<file path="config.mk">
export PLATFORM = sky130hd
export DESIGN_NAME = icmp_probe_reply_classifier
export DESIGN_NICKNAME = d
export VERILOG_FILES = /design/src/rtl/core/icpr_pkg.sv /design/src/rtl/core/icmp_probe_reply_classifier.sv /design/src/rtl/core/icpr_capture.sv
export SDC_FILE = /design/constraint.sdc
export NUM_CORES = 1
export LEC_CHECK = 0
export BUFFER_PORTS_ARGS = -buffer_cell sky130_fd_sc_hd__buf_2
export CORE_ASPECT_RATIO = 0.8
export CORE_MARGIN = 4
export CORE_UTILIZATION = 25
export DETAILED_ROUTE_END_ITERATION = 6
export PLACE_DENSITY = 0.43
export SYNTH_ARGS = -nofsm -noshare
export SYNTH_HDL_FRONTEND = slang
export SYNTH_SLANG_ARGS = --single-unit
</file>
<file path="constraint.sdc">
create_clock -name clk -period 7.9 [get_ports clk]
set_input_delay 1.58 -clock clk [delete_from_list [all_inputs] [get_ports clk]]
set_output_delay 1.58 -clock clk [all_outputs]
set_load 0.005 [all_outputs]
</file>
<file path="src/rtl/core/icpr_pkg.sv">
// Package: types and constants of the ICMP probe reply classifier.
package icpr_pkg;

	localparam int MAX_PACKET_BYTES_DEF = 512;

	localparam int DATA_W   = 8;
	localparam int SEQ_W    = 16;
	localparam int PORT_W   = 16;
	localparam int HLEN_W   = 6;
	localparam int VERD_W   = 2;
	localparam int CFG_IDX_W = 1;

	localparam logic [CFG_IDX_W-1:0] REG_PROBE_IDENT = 1'd0;
	localparam logic [CFG_IDX_W-1:0] REG_BASE_PORT   = 1'd1;

	localparam logic [PORT_W-1:0] IDENT_RESET = 16'h8000;
	localparam logic [PORT_W-1:0] BASE_RESET  = 16'(32768 + 666);

	localparam logic [DATA_W-1:0] TYPE_TIMXCEED = 8'd11;
	localparam logic [DATA_W-1:0] TYPE_UNREACH  = 8'd3;
	localparam logic [DATA_W-1:0] PROTO_UDP     = 8'd17;
	localparam int INNER_FIT = 12;

	localparam logic [VERD_W-1:0] VERDICT_NONE    = 2'd0;
	localparam logic [VERD_W-1:0] VERDICT_TIMXCEED = 2'd1;
	localparam logic [VERD_W-1:0] VERDICT_UNREACH = 2'd2;

	typedef struct packed {
		logic [VERD_W-1:0] verdict;
		logic [DATA_W-1:0] unreach_code;
	} icpr_result_t;

endpackage

</file>
<file path="src/rtl/core/icmp_probe_reply_classifier.sv">
// Top level: ICMP probe reply classifier with stream ports and config port.
// Pipeline: an accepted byte is registered in the input stage and captured when it
// steps on; the verdict is registered in the output register when the last byte steps.
// Throughput: one byte per cycle; non-last bytes keep flowing while a verdict
// waits, a last byte stalls until the output register is free.
// Reset: arst_n clears pipeline, capture state, and restores config defaults.
module icmp_probe_reply_classifier
	import icpr_pkg::*;
#(
	parameter int MAX_PACKET_BYTES = MAX_PACKET_BYTES_DEF
) (
	input  logic                 clk,
	input  logic                 arst_n,
	input  logic                 s_tvalid,
	output logic                 s_tready,
	input  logic [23:0]          s_tdata,  // [7:0] data_byte, [23:8] probe_seq
	input  logic                 s_tlast,
	output logic                 m_tvalid,
	input  logic                 m_tready,
	output logic [15:0]          m_tdata,  // [1:0] verdict, [9:2] unreach_code, rest 0
	input  logic                 cfg_we,
	input  logic [CFG_IDX_W-1:0] cfg_addr,
	input  logic [PORT_W-1:0]    cfg_wdata
);

	logic [PORT_W-1:0] probe_ident_q, base_port_q;
	logic              vld_s1, last_s1;
	logic [DATA_W-1:0] byte_s1;
	logic [SEQ_W-1:0]  seq_s1;
	logic              out_vld_q;
	icpr_result_t      out_q, res;
	logic              out_free, step;

	always_ff @(posedge clk or negedge arst_n) begin
		if (!arst_n) begin
			probe_ident_q <= IDENT_RESET;
			base_port_q   <= BASE_RESET;
		end else if (cfg_we) begin
			case (cfg_addr)
				REG_PROBE_IDENT: probe_ident_q <= cfg_wdata;
				REG_BASE_PORT:   base_port_q   <= cfg_wdata;
				default: ;
			endcase
		end
	end

	assign out_free = !out_vld_q || m_tready;
	assign step     = vld_s1 && (!last_s1 || out_free);
	assign s_tready = !vld_s1 || step;

	always_ff @(posedge clk or negedge arst_n) begin
		if (!arst_n)
			vld_s1 <= 1'b0;
		else if (s_tready)
			vld_s1 <= s_tvalid;
	end

	always_ff @(posedge clk) begin
		if (s_tready && s_tvalid) begin
			byte_s1 <= s_tdata[7:0];
			seq_s1  <= s_tdata[23:8];
			last_s1 <= s_tlast;
		end
	end

	icpr_capture #(
		.MAX_PACKET_BYTES(MAX_PACKET_BYTES)
	) u_capture (
		.clk         (clk),
		.arst_n      (arst_n),
		.step        (step),
		.data_byte   (byte_s1),
		.last_byte   (last_s1),
		.probe_seq   (seq_s1),
		.probe_ident (probe_ident_q),
		.base_port   (base_port_q),
		.res         (res)
	);

	always_ff @(posedge clk or negedge arst_n) begin
		if (!arst_n)
			out_vld_q <= 1'b0;
		else if (step && last_s1)
			out_vld_q <= 1'b1;
		else if (m_tready)
			out_vld_q <= 1'b0;
	end

	always_ff @(posedge clk) begin
		if (step && last_s1)
			out_q <= res;
	end

	assign m_tvalid = out_vld_q;
	assign m_tdata  = {6'b0, out_q.unreach_code, out_q.verdict};

endmodule

</file>
<file path="src/rtl/core/icpr_capture.sv">
// Per-packet field capture and verdict logic.
module icpr_capture
	import icpr_pkg::*;
#(
	parameter int MAX_PACKET_BYTES = MAX_PACKET_BYTES_DEF
) (
	input  logic                clk,
	input  logic                arst_n,
	input  logic                step,
	input  logic [DATA_W-1:0]   data_byte,
	input  logic                last_byte,
	input  logic [SEQ_W-1:0]    probe_seq,
	input  logic [PORT_W-1:0]   probe_ident,
	input  logic [PORT_W-1:0]   base_port,
	output icpr_result_t        res
);

	localparam int CNT_W = $clog2(MAX_PACKET_BYTES + 1);
	localparam int CMP_W = (CNT_W > 8) ? CNT_W : 8;

	logic [CNT_W-1:0]  cnt_q, cnt_n;
	logic [HLEN_W-1:0] oh_q, ih_q, oh_b, ih_b, oh_n, ih_n;
	logic [DATA_W-1:0] type_q, code_q, proto_q, type_b, code_b, proto_b;
	logic [DATA_W-1:0] type_n, code_n, proto_n;
	logic [PORT_W-1:0] src_q, dst_q, src_b, dst_b, src_n, dst_n;
	logic [SEQ_W-1:0]  seq_q, seq_n;
	logic              first, take;
	logic [CMP_W-1:0]  pos, oh_w, ih_w, up, len;
	logic [PORT_W-1:0] dst_exp;
	logic [VERD_W-1:0] v;

	always_comb begin
		first = (cnt_q == '0);
		take  = ({1'b0, cnt_q} < (CNT_W+1)'(MAX_PACKET_BYTES));
		pos   = CMP_W'(cnt_q);

		oh_b    = first ? '0 : oh_q;
		ih_b    = first ? '0 : ih_q;
		type_b  = first ? '0 : type_q;
		code_b  = first ? '0 : code_q;
		proto_b = first ? '0 : proto_q;
		src_b   = first ? '0 : src_q;
		dst_b   = first ? '0 : dst_q;
		seq_n   = first ? probe_seq : seq_q;

		oh_n = (take && first) ? {data_byte[3:0], 2'b00} : oh_b;
		oh_w = CMP_W'(oh_n);
		type_n  = (take && pos == oh_w) ? data_byte : type_b;
		code_n  = (take && pos == oh_w + CMP_W'(1)) ? data_byte : code_b;
		ih_n    = (take && pos == oh_w + CMP_W'(8)) ? {data_byte[3:0], 2'b00} : ih_b;
		proto_n = (take && pos == oh_w + CMP_W'(17)) ? data_byte : proto_b;
		ih_w = CMP_W'(ih_n);
		up   = oh_w + CMP_W'(8) + ih_w;

		src_n = src_b;
		dst_n = dst_b;
		if (take && pos == up)              src_n[15:8] = data_byte;
		if (take && pos == up + CMP_W'(1))  src_n[7:0]  = data_byte;
		if (take && pos == up + CMP_W'(2))  dst_n[15:8] = data_byte;
		if (take && pos == up + CMP_W'(3))  dst_n[7:0]  = data_byte;

		cnt_n = take ? cnt_q + CNT_W'(1) : cnt_q;
		len   = CMP_W'(cnt_n);

		dst_exp = base_port + seq_n;
		res = '{verdict: VERDICT_NONE, unreach_code: '0};
		if (type_n == TYPE_TIMXCEED && code_n == '0)
			v = VERDICT_TIMXCEED;
		else if (type_n == TYPE_UNREACH)
			v = VERDICT_UNREACH;
		else
			v = VERDICT_NONE;
		if (len >= oh_w + CMP_W'(8) && v != VERDICT_NONE &&
			ih_w + CMP_W'(INNER_FIT) <= len - oh_w &&
			proto_n == PROTO_UDP && src_n == probe_ident && dst_n == dst_exp) begin
			res.verdict = v;
			if (v == VERDICT_UNREACH)
				res.unreach_code = code_n;
		end
	end

	always_ff @(posedge clk or negedge arst_n) begin
		if (!arst_n) begin
			cnt_q   <= '0;
			oh_q    <= '0;
			ih_q    <= '0;
			type_q  <= '0;
			code_q  <= '0;
			proto_q <= '0;
			src_q   <= '0;
			dst_q   <= '0;
			seq_q   <= '0;
		end else if (step) begin
			cnt_q   <= last_byte ? '0 : cnt_n;
			oh_q    <= oh_n;
			ih_q    <= ih_n;
			type_q  <= type_n;
			code_q  <= code_n;
			proto_q <= proto_n;
			src_q   <= src_n;
			dst_q   <= dst_n;
			seq_q   <= seq_n;
		end
	end

endmodule

</file>
==> impl_metrics.tcl <==
set metrics [dict create \
    status "completed" \
    die_h_um 197 \
    r2r_cells 30 \
    syn_to_final_growth_pct 16.6 \
    fin_skew_ns 0.0202 \
    die_x_um 244 \
    routed_wl_mm 36.6 \
    crit_path_start_kind "flip-flop" \
    cts_sinks 163 \
    grt_max_degree 73 \
    p_comb_share_pct 52.6 \
    clock-root-buffer "clkbuf_16" \
    slew_headroom_pct 32.3 \
    setup_viol 0 \
    synthTopCellsByArea "dfrtp_1 (27%), edfxtp_1 (9.5%), ha_1 (5.3%)" \
    cts_buffers 17 \
    max-cap-violations 0 \
    grt_util_all_layers_pct 15.3 \
    path_class "reg2reg" \
    power_leakage_uw 0.00546 \
    async_flop_share_pct 78.5 \
    ys_seq_area_share_pct 38.4 \
    drive_above_1_share_pct 20.1 \
    fmax_mhz 133 \
    cp_slowest_stage_delay_ns 0.58 \
    core_area_mm2 0.0436 \
    drt_iter0_markers 722 \
    p_int_uw 2360 \
    hold_class "reg2reg" \
    r2r_start "u_capture.cnt_q[6]$_DFFE_PN0P_" \
    num_antenna_cells 0 \
    synth_seq_cells 163 \
    synth_edf_count 35 \
    worst_slack_ns 0.396 \
    grt_pass1_vias 8948 \
    finalInstanceArea_mm2 0.0130 \
    postCtsHoldBufs 0 \
    post-route-period-util_pct 95.0 \
    dr.pass1.iters 5 \
    vias 9099 \
    tightest_slew_ns 1.02 \
    path_clk_slew_ns 0.08 \
    crit_top_cell "buf_4" \
    route.detailed.drc 0 \
    vias_per_cell 4.94 \
    crit_fanout 9 \
    ant_nets 0 \
    ir_worst_vdd_v 0.000164 \
    hpwl_mm 26.6 \
    gp_congestion 0.867 \
    htreeDepth 4 \
    wire_per_inst_um 19.9 \
    synth_cell_types 99 \
    p_sw_share_pct 43.5 \
    yosys.area.top_type "dfrtp_1" \
    r2r_slack_ns 0.40 \
    initial_core_util_pct 25.5 \
    grt-ovfl-total 0 \
    dieArea_mm2 0.0479 \
    finalPower_uw 4170 \
    fp-row-count 68 \
    ys.flop_type "dfrtp_1" \
    antenna_found_initial 0 \
    seqPwrFrac_pct 26.8 \
    place_area_mm2 0.0123 \
    synthCells 1164 \
    cp.arrival_ns 7.82 \
    final_max_slew_viol_count 0 \
    dpl.cell_count 1806 \
    final_nets 1331 \
    slowest_stage "or4_1" \
    clk_latency_ns 0.46 \
    cellPowerDensity_mw_per_mm2 322 \
    syn_avg_cell_area_um2 9.55 \
    clockBufferDepth 2 \
    ys.warnings.count 0 \
    cts_tree "done" \
    min_period_ns 7.50 \
    hold_viol_final 0 \
    pre_cts_slack_ns 0.0976 \
    rr_endpoint "m_tdata[9]$_SDFFCE_PN0P_" \
    synth_area_mm2 0.0111 \
    cp.required_ns 8.22 \
    clkPwrFrac_pct 20.6 \
    grt_first_pass_wirelength_mm 56.2 \
    yosysTopAreaCellShare_pct 27.2 \
    pin_count 65 \
    startpoint "u_capture.cnt_q[6]$_DFFE_PN0P_" \
    fillers 4576 \
    end_kind "flip-flop" \
    io_buffers 58 \
    crit_path_end "m_tdata[9]$_SDFFCE_PN0P_" \
    p_switching_uw 1810 \
    final_cells 1843 \
]
## sequential cells by signal, summed over array words and instances (netlist names)
signal	cells
m_tvalid	1
base_port_q	16
u_capture.src_q	16
seq_s1	16
u_capture.code_q	8
last_s1	1
u_capture.oh_q	6
u_capture.cnt_q	10
u_capture.seq_q	16
u_capture.type_q	8
u_capture.dst_q	16
u_capture.ih_q	6
m_tdata	10
vld_s1	1
probe_ident_q	16
u_capture.proto_q	8
byte_s1	8
## worst min-delay path by stage
stage | endpoint | slack [ns] | depth (start not counted) | from
global route | u_capture.dst_q[13]$_DFFE_PN0P_ | 0.51 | 1 | u_capture.dst_q[13]$_DFFE_PN0P_
floorplan | u_capture.ih_q[5]$_DFFE_PN0P_ | 0.45 | 2 | u_capture.ih_q[5]$_DFFE_PN0P_
finish | u_capture.ih_q[3]$_DFFE_PN0P_ | 0.49 | 2 | u_capture.ih_q[3]$_DFFE_PN0P_
detailed placement | u_capture.ih_q[0]$_DFFE_PN0P_ | 0.48 | 1 | u_capture.ih_q[0]$_DFFE_PN0P_
CTS | u_capture.ih_q[2]$_DFFE_PN0P_ | 0.50 | 2 | u_capture.ih_q[2]$_DFFE_PN0P_
global placement | u_capture.ih_q[2]$_DFFE_PN0P_ | 0.47 | 2 | u_capture.ih_q[2]$_DFFE_PN0P_
## cells by family (layout without fill, tap and decap cells)
family / count (synthesis) / count (layout) / share of synthesized area [%]
compound gates: 278 / 278 / 18.4
xor+xnor: 90 / 90 / 7.72
fa+ha+maj: 52 / 52 / 5.92
buf+inv: 123 / 202 / 4.58
flops: 163 / 163 / 38.4
mux: 70 / 70 / 6.95
other cells: 1 / 6 / 0.0337
simple gates: 387 / 387 / 18.0
## power by group through the flow
| stage | Sequential, uW | Clock [uW] | Combinational (uW) |
|---|---|---|---|
| global route | 1130 | 921 | 2400 |
| finish | 1120 | 861 | 2190 |
| detailed placement | 1130 | 0 | 2160 |
| global placement | 1130 | 0 | 2160 |
| floorplan | 1090 | 0 | 1590 |
| CTS | 1110 | 889 | 2160 |
## cells in the mapped netlist (all sizes together), types with 6 or more instances
cell type / n
dfrtp: 121
or3: 11
xor2: 19
nor2b: 13
and2: 17
a21o: 9
nor4: 14
nand2: 153
inv: 55
o21a: 7
o22ai: 7
a21oi: 44
or2: 7
o31ai: 6
a22o: 57
edfxtp: 35
ha: 47
mux2: 54
a31oi: 16
clkbuf: 44
nand4: 15
mux2i: 16
dfstp: 7
xnor2: 66
o21ai: 54
nand2b: 16
nor2: 59
nor3: 26
buf: 23
nand3: 22
and3: 7
## stage by stage
| step | setup TNS (ns) | util (%) | hold slack [ns] |
|---|---|---|---|
| floorplan | 0 | - | 0.450 |
| finish | 0 | 29.7 | 0.491 |
| CTS | 0 | 29.5 | 0.495 |
| global route | -0.318 | 29.7 | 0.514 |
| global placement | 0 | 28.2 | 0.469 |
| detailed placement | 0 | 28.2 | 0.477 |
## final cells by class
| cell class | instances | area [um2] | share of cell area [%] |
|---|---|---|---|
| clock inverters | 14 | 151 | 1.17 |
| flip-flops and latches | 163 | 4260 | 32.9 |
| clock buffers | 18 | 429 | 3.31 |
| multi-input cells | 883 | 6440 | 49.7 |
| inverters | 56 | 210 | 1.62 |
| well taps | 595 | 744 | 5.75 |
| repair buffers | 114 | 717 | 5.54 |
## metal layers
layer	GRT usage (%)	vias to the layer above	part of all wire (%)
met3	2.95	24	5.1
met1	23.9	4463	53
met4	3.59	0	1.2
met2	21.6	250	41
met5	0	-	0
li1	-	4362	-
## what timing repair did
| action | CTS | global route |
|---|---|---|
| resized for setup | 0 | 10 |
| setup buffers | 0 | 5 |
| setup endpoints to repair | 0 | 10 |
## cells in the final DEF, fill, tap and decap left out, types with 20 or more instances in the layout
| cell type | netlist | routed |
|---|---|---|
| a21oi_1 | 43 | 43 |
| nor2_1 | 59 | 57 |
| nand2_1 | 153 | 152 |
| mux2_2 | 52 | 52 |
| nand3_1 | 22 | 20 |
| a22o_1 | 57 | 57 |
| inv_1 | 54 | 53 |
| o21ai_0 | 49 | 48 |
| dfrtp_1 | 121 | 121 |
| buf_2 | 8 | 57 |
| edfxtp_1 | 35 | 35 |
| xnor2_1 | 66 | 66 |
| nor3_1 | 23 | 23 |
| ha_1 | 47 | 44 |
| buf_4 | 8 | 56 |
## critical path, delay by kind of cell, from the launching register on
kind / cells / cell delay (ns)
and+or+nand+nor: 14 / 3.19
AOI/OAI and AO/OA: 7 / 1.80
buffers and inverters: 3 / 0.61
adders and majority gates: 2 / 0.53
muxes: 2 / 0.52
DFF: 1 / 0.42
xor gates and xnor gates: 2 / 0.29
No activity file was read; power rests on OpenSTA's default activity.
